`src/hw/rtl/sha512_hash_engine_assert.svh`:
```
// Assertion macros for the hash engine.
`ifndef SHA512_HASH_ENGINE_ASSERT_SVH
`define SHA512_HASH_ENGINE_ASSERT_SVH

// Property that must hold at every clock edge outside reset.
`define SHE_ASSERT(label, prop, msg) \
  label: assert property (@(posedge clk) disable iff (rst) (prop)) else $error(msg);

// Implication whose consequent is checked in the cycle after the antecedent.
`define SHE_ASSERT_NEXT(label, ante, cons, msg) \
  label: assert property (@(posedge clk) disable iff (rst) (ante) |=> (cons)) else $error(msg);

`endif

```
`src/hw/rtl/she_pkg.sv`:
```
`default_nettype none
package she_pkg;

  typedef struct packed {
    logic [63:0] data_word;
    logic [3:0]  byte_count;
    logic        last_word;
  } she_in_t;

  typedef struct packed {
    logic [63:0] digest_word;
    logic [2:0]  digest_index;
    logic        digest_last;
  } she_out_t;

  // Command from the front part to the compression core.
  typedef struct packed {
    logic [1023:0] block;
    logic          final_blk;
  } she_cmd_t;

  localparam logic [7:0] PAD_BYTE    = 8'h80;
  localparam int         PAD_LIMIT   = 112;
  localparam int         BLOCK_BYTES = 128;
  localparam int         ROUNDS      = 80;
  localparam logic       MODE_512    = 1'b0;
  localparam logic       MODE_384    = 1'b1;
  localparam logic [0:0] REG_MODE    = 1'b0;

  localparam logic [63:0] ROUND_K [ROUNDS] = '{
    64'h428a2f98d728ae22, 64'h7137449123ef65cd, 64'hb5c0fbcfec4d3b2f, 64'he9b5dba58189dbbc,
    64'h3956c25bf348b538, 64'h59f111f1b605d019, 64'h923f82a4af194f9b, 64'hab1c5ed5da6d8118,
    64'hd807aa98a3030242, 64'h12835b0145706fbe, 64'h243185be4ee4b28c, 64'h550c7dc3d5ffb4e2,
    64'h72be5d74f27b896f, 64'h80deb1fe3b1696b1, 64'h9bdc06a725c71235, 64'hc19bf174cf692694,
    64'he49b69c19ef14ad2, 64'hefbe4786384f25e3, 64'h0fc19dc68b8cd5b5, 64'h240ca1cc77ac9c65,
    64'h2de92c6f592b0275, 64'h4a7484aa6ea6e483, 64'h5cb0a9dcbd41fbd4, 64'h76f988da831153b5,
    64'h983e5152ee66dfab, 64'ha831c66d2db43210, 64'hb00327c898fb213f, 64'hbf597fc7beef0ee4,
    64'hc6e00bf33da88fc2, 64'hd5a79147930aa725, 64'h06ca6351e003826f, 64'h142929670a0e6e70,
    64'h27b70a8546d22ffc, 64'h2e1b21385c26c926, 64'h4d2c6dfc5ac42aed, 64'h53380d139d95b3df,
    64'h650a73548baf63de, 64'h766a0abb3c77b2a8, 64'h81c2c92e47edaee6, 64'h92722c851482353b,
    64'ha2bfe8a14cf10364, 64'ha81a664bbc423001, 64'hc24b8b70d0f89791, 64'hc76c51a30654be30,
    64'hd192e819d6ef5218, 64'hd69906245565a910, 64'hf40e35855771202a, 64'h106aa07032bbd1b8,
    64'h19a4c116b8d2d0c8, 64'h1e376c085141ab53, 64'h2748774cdf8eeb99, 64'h34b0bcb5e19b48a8,
    64'h391c0cb3c5c95a63, 64'h4ed8aa4ae3418acb, 64'h5b9cca4f7763e373, 64'h682e6ff3d6b2b8a3,
    64'h748f82ee5defb2fc, 64'h78a5636f43172f60, 64'h84c87814a1f0ab72, 64'h8cc702081a6439ec,
    64'h90befffa23631e28, 64'ha4506cebde82bde9, 64'hbef9a3f7b2c67915, 64'hc67178f2e372532b,
    64'hca273eceea26619c, 64'hd186b8c721c0c207, 64'heada7dd6cde0eb1e, 64'hf57d4f7fee6ed178,
    64'h06f067aa72176fba, 64'h0a637dc5a2c898a6, 64'h113f9804bef90dae, 64'h1b710b35131c471b,
    64'h28db77f523047d84, 64'h32caab7b40c72493, 64'h3c9ebe0a15c9bebc, 64'h431d67c49c100d4c,
    64'h4cc5d4becb3e42b6, 64'h597f299cfc657e2a, 64'h5fcb6fab3ad6faec, 64'h6c44198c4a475817
  };

  localparam logic [511:0] INIT_512 = {
    64'h6a09e667f3bcc908, 64'hbb67ae8584caa73b, 64'h3c6ef372fe94f82b, 64'ha54ff53a5f1d36f1,
    64'h510e527fade682d1, 64'h9b05688c2b3e6c1f, 64'h1f83d9abfb41bd6b, 64'h5be0cd19137e2179
  };

  localparam logic [511:0] INIT_384 = {
    64'hcbbb9d5dc1059ed8, 64'h629a292a367cd507, 64'h9159015a3070dd17, 64'h152fecd8f70e5939,
    64'h67332667ffc00b31, 64'h8eb44a8768581511, 64'hdb0c2e0d64f98fa7, 64'h47b5481dbefa4fa4
  };

  function automatic logic [63:0] rotr(input logic [63:0] x, input int n);
    rotr = (x >> n) | (x << (64 - n));
  endfunction

endpackage
`default_nettype wire

```
`src/hw/rtl/she_fifo.sv`:
```
`default_nettype none
// Two-entry result queue.
module she_fifo (
  input  wire logic            clk,
  input  wire logic            rst,
  input  wire logic            wr_valid,
  input  wire she_pkg::she_out_t wr_item,
  output logic                 wr_ready,
  output logic                 rd_valid,
  output she_pkg::she_out_t    rd_item,
  input  wire logic            rd_ready
);
  import she_pkg::*;

  she_out_t   mem [2];
  logic       wp, rp;
  logic [1:0] cnt;

  assign wr_ready = cnt != 2'd2;
  assign rd_valid = cnt != 2'd0;
  assign rd_item  = mem[rp];

  always_ff @(posedge clk) begin
    if (rst) begin
      wp <= 1'b0; rp <= 1'b0; cnt <= '0;
    end else begin
      if (wr_valid && wr_ready) begin
        mem[wp] <= wr_item;
        wp <= ~wp;
      end
      if (rd_valid && rd_ready) rp <= ~rp;
      cnt <= cnt + 2'(wr_valid && wr_ready) - 2'(rd_valid && rd_ready);
    end
  end
endmodule
`default_nettype wire

```
`config.mk`:
```
export PLATFORM = sky130hd
export DESIGN_NAME = she_fifo
export DESIGN_NICKNAME = d
export VERILOG_FILES = /design/src/hw/rtl/sha512_hash_engine_assert.svh /design/src/hw/rtl/she_pkg.sv /design/src/hw/rtl/she_fifo.sv
export SDC_FILE = /design/constraint.sdc
export NUM_CORES = 1
export LEC_CHECK = 0
export ABC_CLOCK_PERIOD_IN_PS = 7600
export BUFFER_PORTS_ARGS = -buffer_cell sky130_fd_sc_hd__buf_2
export CORE_ASPECT_RATIO = 0.7
export CORE_MARGIN = 4
export CORE_UTILIZATION = 50
export DETAILED_ROUTE_END_ITERATION = 10
export PLACE_DENSITY = 0.77
export SYNTH_ARGS = -nofsm -noshare
export SYNTH_HDL_FRONTEND = slang
export SYNTH_SLANG_ARGS = --single-unit
```
`constraint.sdc`:
```
create_clock -name clk -period 7.6 [get_ports clk]
set_input_delay 0.76 -clock clk [delete_from_list [all_inputs] [get_ports clk]]
set_output_delay 0.76 -clock clk [all_outputs]
set_load 0.05 [all_outputs]
```
==> impl.org, run 1 <==
** Route
- Wires add up to 9220 um.
- After detailed routing, the number of remaining DRC violations is 0.
- Detailed routing inserted a total of 2,661 vias.
- Antenna viol nets, final :: 0
- Average wire length per cell after detail routing :: 17.3 um
- Routed via count divided by cell count :: 4.99
- For this run, the detailed router's first-pass iteration total came to 4.
- Count of routing violations after the opening detailed-route iteration :: 187

** Timing
- Slew at the pin closest to its max-slew limit :: 1040 ps
- Ratio of final minimum period to clock period :: 38.3%
- RSZ-0062 raised after global routing :: false
- Slew Limit Headroom :: 30.5%
- The count of endpoints failing hold in the final timing report was 0.
- The smallest clock period supported by the final layout is computed as 2910 ps.
- Summed over all failing endpoints, the final setup total negative slack is 0 ps.
- Setup violations remaining at the end of the flow were counted as 0.
- Max Clk Rate :: 343 MHz
- Once routing completed, OpenROAD measured the worst setup slack at 4690 ps.
- Worst setup skew after layout :: 9.03 ps
- The final-report max-slew violation count was 0.

** Worst hold path
- Path class of the lowest-slack min-delay path :: flop to flop
- The startpoint identified for the worst hold timing path is rp$_SDFFE_PP0P_.

** Clock tree
- Post-CTS resize count :: 0
- Library cell used as clock root buffer :: clkbuf_16
- After clock tree synthesis, the flow added hold-fix buffers numbering 0.
- CTS sink cnt :: 141
- The H-tree was split into 4 levels.
- Clock tree from TritonCTS :: yes
- Clock input transition at the sequential cells of the worst setup and hold paths :: 50 ps
- Buffers added to address setup during post-CTS repair amount to 0.
- For the worst-skew pair, the clock arrives at the later sink with an insertion delay of 400 ps.
- Buffers inserted during clock tree synthesis total 17.
- Clk buf depth :: 2

** Critical path
- Number of buffers and inverters on the critical path :: 1
- On the worst path, the slowest cell contributes a delay of 960 ps.
- The worst setup path is launched from a flop.
- Top fanout value on the critical path :: 68
- Data required time at the worst endpoint :: 6840 ps
- Cells along the critical path :: mux2_2, buf_2
- Arrival time at the worst endpoint :: 2150 ps
- RR Startpoint :: cnt[0]$_SDFF_PP0_
- The worst setup path is of the flop to output port kind.
- Largest delay share family, worst path :: flip-flops
- Sort of element at the end of the critical path :: output port
- For this design, the slowest cell found on the critical path is dfxtp_4.

** Synthesis
- Count of unique library cells instantiated by Yosys :: 19
- Number of synthesized register bits :: 141
- Summing the sequential cell areas from Yosys gives 80.0% of the chip area.
- Synth top area share :: 78.1%
- Synthesized netlist cell count :: 236
- The biggest area contributor in the post-synthesis netlist is edfxtp_1.
- Number of warnings reported in the yosys synthesis log :: 0
- Per-instance average area after synthesis :: 22.2 um^2
- After synthesis, the cell types taking the most area are edfxtp_1 78%, mux2_2 11%, mux2_4 5.7%, dfxtp_1 1.9%, buf_8 0.57%.
- Syn_nets :: 310
- Summing every instance area after synthesis gives 0.00523 mm^2.

** Global route
- Global routing finished with a remaining overflow of 0.
- Across every metal layer, demand over resource in global routing totals 15.8%.
- Entering global routing, the biggest net connects 69 pins.
- The initial antenna violation count came to 0.
- First-pass GRT wire length :: 14,300 um
- The number of global-route vias before repair was 2,856.

** Layout
- The number of antenna diodes in the final layout is 0.
- Fraction of final layout cells sized beyond drive strength 1 :: 60.2%
- Post-synthesis to final-layout area growth :: 27.7%
- In the layout the commonest cells are 141 x buf_2, 136 x edfxtp_1, 49 x mux2_2, 20 x mux2_4, 17 x clkbuf_16.
- Filler cells :: 695
- Most common library cell in the layout ignoring fill and taps :: buf_2
- Nets :: 466
- For this run, the number of standard cells in the final layout without fillers is 533.

** Run
- Max-cap violations in this run came to 0.

** Die
- Once the floorplan was initialized, standard cells occupied 52.6% of the core.
- Row Count :: 30
- The floorplan step defined a core boundary enclosing 0.00995 mm^2.
- Pin placement for this block handled 142 I/O pins.
- Die W :: 130 um
- Die area :: 0.0122 mm^2
- Height of the chip :: 93.6 um

** Placement
- Post-detailed-placement half-perimeter wirelength :: 6040 um
- At the end of routability-driven placement, the weighted congestion stood at 0.740.
- Setup Slack @ Placement :: 5140 ps
- In this run, placement finished with an instance count of 501.
- Count of input and output buffers :: 141

** Power
- IR analysis of the VDD net gives a maximum drop of 239 uV.
- Total Power Consumption :: 2.51 mW
- Pwr dens :: 376 mW/mm^2
- In this run the static leakage power is 2.54 nW.

** Outcome
- The flow ran to the end, and the final reports show no timing, DRC or antenna violations.
flip-flops by register name, indices dropped and copies added (netlist names), named ones only:
name / cells
cnt: 2
mem: 136
rp: 1
wp: 1
metal layers:
| layer | global-route usage [%] | routed length (um) |
|---|---|---|
| met5 | 0 | 0 |
| met4 | 7.01 | 126 |
| met3 | 7.25 | 963 |
| met2 | 23.7 | 4260 |
| met1 | 19.8 | 3870 |
report_power, final:
part	total, mW	internal, mW	switching, mW
clock	0.851	0.566	0.285
sequential	0.994	0.927	0.0672
combinational	0.665	0.214	0.451
area by class of cell:
type | instances | area (um^2) | share of cell area, %
tap | 128 | 160 | 2.40
sequential | 141 | 4190 | 62.7
clock buffer | 25 | 475 | 7.12
timing repair buffer | 145 | 736 | 11.0
inverter | 1 | 3.75 | 0.0562
multi-input combinational | 86 | 977 | 14.6
clock inverter | 7 | 138 | 2.06
worst min-delay path: stages, from the launching register on:
cell	delay, ps
dfxtp_1	320
xnor2_1	90
nor2_1	80
logic make-up after synthesis:
kind of cell / share of synthesized area (%)
buf+inv: 1.46
flops: 80.0
compound gates: 0.144
simple gates: 1.08
fa+ha+maj: 0.479
xor+xnor: 0.503
mux: 16.3
cell usage after synthesis, drive strengths merged:
library cell and instances:
dfxtp 5, buf 8, o21a 1, nand2 1, ha 2, nor2 4, mux2 69, xnor2 2
nor3b 1, nor3 1, inv 1, xor2 1, edfxtp 136, nand2b 1, or2 1, nor2b 2
stage by stage:
stage	hold WS, ps	utilization (%)	area, um^2
2_1_floorplan	481	-	5230
3_3_place_gp	490	61.0	6060
3_5_place_dp	512	61.0	6060
4_1_cts	523	67.1	6680
5_1_grt	518	67.1	6680
6_report	528	67.1	6680
worst paths after layout:
check        cells after the start              endpoint  slack (ps)
min                              2       rp$_SDFFE_PP0P_         530
min reg2reg                      2       rp$_SDFFE_PP0P_         530
max reg2reg                      4  mem[1][56]$_DFFE_PP_        5860
max                              2           rd_item[11]        4690
Note: power is estimated with default switching activity, not from simulation.
==> run 2: changes to the inputs <==
ABC_AREA = 1   (was unset)
ABC_CLOCK_PERIOD_IN_PS = 2600   (was 7600)
CORE_UTILIZATION = 47   (was 50)
PLACE_DENSITY = 0.76   (was 0.77)
clock period = 2.6 ns   (was 7.6 ns; I/O delays follow)
==> run 2 against run 1 <==
Against the previous run:
- core utilization is 2.5 points lower
- synthesized cell count is 5.9% higher
- count of clock-buffer cells in the layout down 8
- sequential power rose to 2.9 times the previous value
- total power rose to 3.1 times the previous value
- final cell count is 6.6% higher
- clock power rose to 3.2 times the previous value
- critical path type unchanged
==> impl.org, run 2 <==
** Route
- Count of routing violations after the opening detailed-route iteration :: 165 (-12%)
- The wire length per cell after detailed routing is 17.0 um (-1.4%).
- The total wirelength of the detailed-routed design was 9680 um (+5.0%).
- Drc violations :: 0 (unchanged)
- Routed via count divided by cell count :: 4.88 (-2.2%)
- Routed vias :: 2,774 (+4.2%)
- Number of detailed-route iterations in the first pass :: 4 (unchanged)
- The number of routed nets with antenna violations came to 0 (unchanged).

** Synthesis
- Syn_nets :: 324 (+4.5%)
- The synthesized netlist cell count came to 250 (+5.9%).
- Parity-gate share of the synthesized area counting xor and xnor cells :: 0% (-0.50 points)
- Ranking of synthesized cells by instance count :: 136 x edfxtp_1, 48 x mux2_2, 20 x mux2_4, 9 x nand2_1, 9 x nor2_1
- The distinct cell type count after synthesis is 15 (-4).
- Cell with the most instances after synthesis :: edfxtp_1
- Number of warnings reported in the yosys synthesis log :: 0 (unchanged)
- The fraction of the mapped netlist area in simple logic gates came to 1.57% (+0.50 points).
- Synth Cell Area :: 0.00525 mm^2 (+0.34%)
- The post-synthesis compound-gate area fraction came to 0.191% (+0.047 points).
- Area share of fa/ha/maj cells after synthesis :: 0.477% (-0.0016 points)
- Share of async-settable or async-resettable flops after synthesis :: 0% (unchanged)
- By area the synthesized netlist is led by edfxtp_1 78%, mux2_2 10%, mux2_4 5.7%, dfxtp_1 1.9%, nand2_1 0.64%.
- The register area share after synthesis is 79.8% (-0.27 points).
- By area, the combinational part of the netlist is dominated by multiplexers.
- The number of flops mapped to enable cells by yosys is 136 (unchanged).
- The synthesized area per cell came to 21.0 um^2 (-5.3%).
- The mux cell area share after synthesis was 16.0% (-0.27 points).
- Dominant cell type by area after synthesis :: edfxtp_1
- Top_reg_cell synth :: edfxtp_1
- Number of synthesized register bits :: 141 (unchanged)
- The area share of the leading cell type in the synthesized netlist is 77.9% (-0.26 points).

** Layout
- The library cells used most frequently in the layout, excluding fill and tap cells, are 141 x buf_2, 136 x edfxtp_1, 48 x mux2_2, 20 x mux2_4, 17 x clkbuf_16.
- The final standard cell area without fillers is 0.00687 mm^2 (+2.9%).
- Largest registers :: mem (136), cnt (2)
- mem holds more flip-flops than any other register.
- The net count reported at finish is 481 (+3.2%).
- Diode insertion count for antenna repair :: 0 (unchanged)
- Number of flip-flops under the largest register name :: 136 (unchanged)
- Fraction of final layout cells sized beyond drive strength 1 :: 60.2% (about the same)
- Most common library cell in the layout ignoring fill and taps :: buf_2
- The final standard cell utilization of the core was 64.6% (-2.5 points).
- Post-synthesis to final-layout area growth :: 31.0%

** Global route
- The number of global-route vias before repair was 2,908 (+1.8%).
- GR met2 Demand/Resource :: 25.2% (+1.4 points)
- The total track usage was 15.6% (-0.24 points).
- First-pass GRT wire length :: 14,900 um (+4.1%)
- Met3 GRT Util :: 6.42% (-0.83 points)
- Number of antenna violations at the first check in global routing :: 1 (+1)
- The leftover overflow at the end of global routing came to 0 (unchanged).
- Pin count of the biggest net entering global routing :: 69 (unchanged)
- GRT Max-Usage Layer :: met2
- Met1 track demand over resource :: 19.1% (-0.72 points)

** Power
- Sw frac :: 32.6% (+0.61 points)
- Pwr dens :: 1120 mW/mm^2 (+200%)
- The total leakage power came to 2.63 nW (+3.5%).
- Largest vdd supply drop :: 630 uV (+160%)
- The sequential fraction of design power is 37.2% (-2.4 points).
- The total chip power was 7.68 mW (+210%).
- The fraction of power consumed by combinational cells is 26.9% (+0.4 points).
- Switching pwr :: 2.50 mW (+210%)
- The design internal power was 5.17 mW (+200%).
- The clock share of power is 35.9% (+2.0 points).

** Critical path
- In this design, the largest share of critical-path delay is due to flip-flops.
- The slowest stage of the critical path is the dfxtp_4 cell.
- The worst path arrival time was 1950 ps (-200 ps).
- The number of buffers and inverters on the critical path came to 2 (+1).
- Kind of launch point of the worst setup path :: flop
- Largest stage delay on the critical path :: 660 ps (-300 ps)
- The critical path goes through buf_12, mux2_2, buf_2.
- The top fanout value on the critical path came to 36 (-47%).
- Category of the critical setup timing path :: flop to output port
- STA classifies the critical path endpoint as an output port.
- The data required time at the worst endpoint is 2340 ps (-4500 ps).

** Clock tree
- CTS sink cnt :: 141 (unchanged)
- Clock tree from TritonCTS :: yes
- The total clock buffers created by CTS was 17 (unchanged).
- The number of setup buffers added after CTS is 0 (unchanged).
- Library cell used as clock root buffer :: clkbuf_16
- The number of cells upsized or downsized after cts came to 0 (unchanged).
- Clk buf depth :: 2 (unchanged)
- Hold_buf cts :: 0 (unchanged)
- Clock input transition at the sequential cells of the worst setup and hold paths :: 60 ps (about the same)
- Clock latency of the later-clocked register in the worst-skew pair :: 410 ps (about the same)
- Count of H-tree levels built during CTS :: 4 (unchanged)

** Timing
- Worst setup skew after layout :: 10.3 ps (+1.30 ps)
- Max Clk Rate :: 453 MHz
- The sum of negative setup slack was 0 ps (unchanged).
- Setup repair after global routing left no endpoint under its margin.
- Final hold vios :: 0 (unchanged)
- Slew at the pin closest to its max-slew limit :: 504 ps (-538 ps)
- Slew Limit Headroom :: 66.4% (+36 points)
- Ratio of final minimum period to clock period :: 84.8%
- The final setup violation count is 0 (unchanged).
- Shortest clock period the worst path allows after layout :: 2210 ps
- Final-report max-slew violation count :: 0 (unchanged)

** Run
- Count of maximum capacitance violations :: 0 (unchanged)

** Die
- The total die area is 0.0129 mm^2 (+6.2%).
- Count of boundary I/O pins :: 142 (unchanged)
- Row Count :: 31 (+3.3%)
- The area of the core region was 0.0106 mm^2 (+6.8%).
- The effective utilization at floorplan came to 49.4% (-3.2 points).
- The width of the die was 134 um (+3.1%).
- Height of the chip :: 96.4 um (+3.0%)

** Worst hold path
- Path class of the lowest-slack min-delay path :: primary input to flop

** Placement
- Count of input and output buffers :: 141 (unchanged)
- Post-detailed-placement half-perimeter wirelength :: 6410 um (+6.2%)
- Final weighted congestion of routability-driven global placement :: 0.729 (-1.5%)
- Placement Cell Area :: 0.00618 mm^2 (+1.9%)

** Outcome
- Status :: completed
## run 2: changes by cell type after synthesis, moves of 2 or more
cell,previous run,this run
inv_1,1,8
nand2_1,1,9
nand3_1,0,2
nor2_1,4,9
nor2b_1,2,0
xnor2_1,2,0
## run 2: layer usage
| layer | vias to the layer above | wire length, um |
|---|---|---|
| li1 | 1284 | - |
| met5 | - | 20 |
| met4 | 2 | 116 |
| met3 | 13 | 860 |
| met1 | 1360 | 4090 |
| met2 | 115 | 4590 |
## run 2: layout make-up
type                    instances  area (um^2)
flip-flops and latches        141         4190
fillers                       767         3760
multi-input cells              93         1010
repair buffers                146          768
clock buffers                  17          425
clock inverters                15          262
well taps                     148          185
inverters                       8         30.0
## run 2: logic make-up (layout without fill, tap and decap cells)
group                      after synthesis  count (layout)
DFF                                    141             141
AOI/OAI and AO/OA                        2               2
and+or+nand+nor                         21              21
adders and majority gates                2               2
buffers and inverters                   16             186
muxes                                   68              68
## run 2: final timing paths
path	end	slack (ps)	cells after the start	startpoint
setup / recovery	rd_item[44]	390	3	flop
hold / removal	mem[0][30]$_DFFE_PP_	30	1	wr_item[30]
setup reg to reg	cnt[1]$_SDFF_PP0_	1040	10	cnt[1]$_SDFF_PP0_
hold reg to reg	flop	520	2	rp$_SDFFE_PP0P_
## run 2: power by group through the flow
stage / sequential (mW) / combinational [mW] / clock (mW)
after detailed placement: 2.91 / 2.08 / 0
after global routing: 2.88 / 2.17 / 2.93
after CTS: 2.87 / 2.09 / 2.80
after floorplan: 2.83 / 1.73 / 0
after global placement: 2.90 / 2.05 / 0
final: 2.86 / 2.06 / 2.75
## run 2: through the flow
stage / hold slack, ps / instances / worst slack [ps]
final: 34.0 / 568 / 394
after global routing: 17.6 / 568 / 265
after CTS: 13.6 / 568 / 332
after detailed placement: 451 / 536 / 766
after global placement: 447 / 536 / 793
after floorplan: 324 / 250 / -84.3
==> run 3: changes to the inputs <==
ABC_CLOCK_PERIOD_IN_PS = 2300   (was 2600)
CORE_UTILIZATION = 50   (was 47)
PLACE_DENSITY = 0.77   (was 0.76)
clock period = 2.3 ns   (was 2.6 ns; I/O delays follow)
==> run 3 against run 2 <==
Against the previous run:
- clock power fell by 3%
- via count rose by 2.1%
- routed wire length rose by 3.2%
- core utilization rose by 6.4 points
- combinational power rose by 17%
- highest routed layer unchanged
- worst hold slack got worse by 18 ps
- count of clock-buffer cells in the layout rose by 2
- critical path depth did not move
- die area fell by 5.6%
- sequential share of layout area fell by 1.7 points
- sequential power rose by 12%
- final cell count rose by 2.3%
==> impl.org, run 3 (same netlist as run 2, synthesis figures left out) <==
** Route
- Routed via count divided by cell count :: 4.87 (-0.19%)
- Wire length the detailed router placed on met1 :: 4250 um (+3.9%)
- The wire length on met3 came to 1020 um (+19%).
- The post-detailed-route DRC marker count came to 0 (unchanged).
- The length of routed met2 wiring was 4630 um (+0.96%).
- Antenna viol nets, final :: 0 (unchanged)
- The violation count after the first detailed-routing iteration came to 186 (+13%).
- Number of detailed-route iterations in the first pass :: 4 (unchanged)
- Final Routed Wirelength :: 9990 um (+3.2%)
- Routed vias :: 2,832 (+2.1%)
- Max Used Layer :: met5
- Average wire length per cell after detail routing :: 17.2 um (+0.84%)

** Die
- Count of boundary I/O pins :: 142 (unchanged)
- Die area :: 0.0122 mm^2 (-5.6%)
- Height of the chip :: 93.7 um (-2.8%)
- Row Count :: 30 (-3.2%)
- The width of the die is 130 um (-2.9%).
- Core area :: 0.00995 mm^2 (-6.4%)
- Initial core utilization :: 52.7% (+3.4 points)

** Placement
- Post-detailed-placement half-perimeter wirelength :: 6420 um (+0.11%)
- The weighted congestion reported at the end of routability-driven placement was 0.747 (+2.5%).
- Count of input and output buffers :: 141 (unchanged)

** Critical path
- The reg-to-reg setup timing slack was 730 ps (-310 ps).
- Top fanout value on the critical path :: 32 (-11%)
- Largest stage delay on the critical path :: 530 ps (-130 ps)
- Category of the critical setup timing path :: flop to output port
- Slowest CP cell :: dfxtp_4
- Data required time at the worst endpoint :: 2070 ps (-270 ps)
- The logic depth of the worst register-to-register path came to 8 (-2).
- The worst path arrival time was 1810 ps (-140 ps).
- STA classifies the critical path startpoint as a flop.
- Cells along the critical path :: buf_12, mux2_2, buf_2
- Sort of element at the end of the critical path :: output port

** Power
- Switching pwr :: 2.81 mW (+12%)
- The clock share of power is 32.3% (-3.6 points).
- Internal cell power :: 5.48 mW (+6.0%)
- The largest voltage drop on the vdd net was 696 uV (+11%).
- Static Leakage :: 2.71 nW (+2.8%)
- The fraction of power consumed by combinational cells was 29.1% (+2.2 points).
- Sequential fraction of design power :: 38.6% (+1.4 points)
- The switching portion of total power is 33.9% (+1.3 points).
- Pwr dens :: 1170 mW/mm^2 (+5.1%)

** Clock tree
- In this run the clock root is driven by a clkbuf_16.
- The number of levels the H-tree was split into is 4 (unchanged).
- The number of setup buffers added after CTS came to 0 (unchanged).
- The clock insertion delay at the later pin of the skew report came to 400 ps (about the same).
- Clk buf depth :: 2 (unchanged)
- Clock tree from TritonCTS :: yes
- Clock input transition at the sequential cells of the worst setup and hold paths :: 60 ps (about the same)
- CTS sink cnt :: 141 (unchanged)
- Number of buffers created by CTS :: 17 (unchanged)

** Timing
- Dividing the final minimum period by the clock period gives 88.7%.
- Slew at the pin closest to its max-slew limit :: 475 ps (-29.4 ps)
- The final setup violation count came to 0 (unchanged).
- The sum of negative setup slack was 0 ps (unchanged).
- Based on the critical path, the design can be clocked at up to 490 MHz.
- Slew Limit Headroom :: 68.3% (+2.0 points)
- Final-report max-slew violation count :: 0 (unchanged)
- RSZ-0062 raised after global routing :: false
- Shortest clock period the worst path allows after layout :: 2040 ps
- The count of endpoints failing hold in the final timing report is 0 (unchanged).
- The final hold slack was 16.4 ps (-17.6 ps).
- Worst setup skew after layout :: 6.71 ps (-3.62 ps)

** Layout
- Nets :: 514 (+6.9%)
- Compared with the post-synthesis result, the final layout area differs by 34.7%.
- The antenna diode count was 0 (unchanged).
- The share of post-route cells with drive strength above 1 is 56.3% (-3.9 points).
- The filler cell count in the final layout came to 645 (-16%).
- mem holds more flip-flops than any other register.
- The flip-flop count of the largest register, all copies and words added came to 136 (unchanged).
- Largest registers :: mem (136), cnt (2)
- In the layout the commonest cells are 141 x buf_2, 136 x edfxtp_1, 48 x mux2_2, 31 x dlygate4sd3_1, 20 x mux2_4.
- Most common library cell in the layout ignoring fill and taps :: buf_2
- The area used by sequential logic in the layout was 0.00419 mm^2 (unchanged).
- Area taken by multi-input logic gates :: 0.00101 mm^2 (unchanged)

** Worst hold path
- The worst hold path belongs to the class primary input to flop.
- The number of cells traversed by the worst hold path was 1 (unchanged).

** Global route
- The wire length of the first global-routing pass came to 15,400 um (+3.5%).
- The leftover overflow at the end of global routing came to 0 (unchanged).
- Pin count of the biggest net entering global routing :: 36 (-48%)
- Tot GR Track Use :: 17.0% (+1.4 points)
- Number of antenna violations at the first check in global routing :: 1 (unchanged)
- The number of global-route vias before repair is 3,056 (+5.1%).

** Outcome
- The flow ran to the end, and the final reports show no timing, DRC or antenna violations.

** Run
- Count of maximum capacitance violations :: 0 (unchanged)
==> run 3: cell types whose count changed in the layout (fill, tap and decap cells not counted), sizes merged <==
cell	change
clkbuf	+2
bufinv	-4
inv	-1
clkinv	-4
dlygate4sd3	+31
buf	+2
clkinvlp	+7
==> run 3: final timing paths <==
| check | start | end |
|---|---|---|
| max | flop | rd_item[18] |
| min | wr_item[46] | mem[1][46]$_DFFE_PP_ |
| max reg2reg | cnt[1]$_SDFF_PP0_ | cnt[1]$_SDFF_PP0_ |
| min reg2reg | rp$_SDFFE_PP0P_ | flop |
==> run 3: repair_timing <==
action / 4_1_cts / 5_1_grt
hold endpoints to repair: 55 / 3
hold buffers: 29 / 2
resized for setup: 0 / 0
==> run 3: metal layers <==
metal | GRT usage [%] | vias to the layer above
met4 | 6.51 | 2
met3 | 7.56 | 8
met1 | 20.8 | 1347
li1 | - | 1353
met5 | 0 | -
met2 | 26.7 | 122
==> run 3: critical path: cells and delay by family (launching register included) <==
kind | cells | cell delay (ps)
buf+inv | 2 | 480
mux | 1 | 380
flops | 1 | 530
==> run 3: final cells by class <==
type,instances,area share (%)
Clock buffer,19,6.41
Clock inverter,13,1.98
Inverter,8,0.425
Multi-Input combinational cell,93,14.3
Sequential cell,141,59.3
Tap cell,128,2.27
Timing Repair Buffer,179,15.3
==> run 3: power groups by stage <==
stage | Sequential (mW) | Combinational, mW | Clock [mW]
final | 3.20 | 2.42 | 2.68
after global routing | 3.23 | 2.54 | 2.85
after CTS | 3.21 | 2.44 | 2.71
after detailed placement | 3.26 | 2.39 | 0
after global placement | 3.24 | 2.37 | 0
after floorplan | 3.20 | 1.96 | 0
==> run 3: per-stage QoR <==
stage               util (%)  area [um^2]  setup WS [ps]  std cells  total power, mW
detailed placement      61.9         6160            683        518             5.65
finish                  71.0         7060            261        581             8.30
CTS                     70.8         7040            225        579             8.36
global placement        61.9         6160            689        518             5.61
floorplan                  -         5300           -384        250             5.16
global route            71.0         7060            175        581             8.62
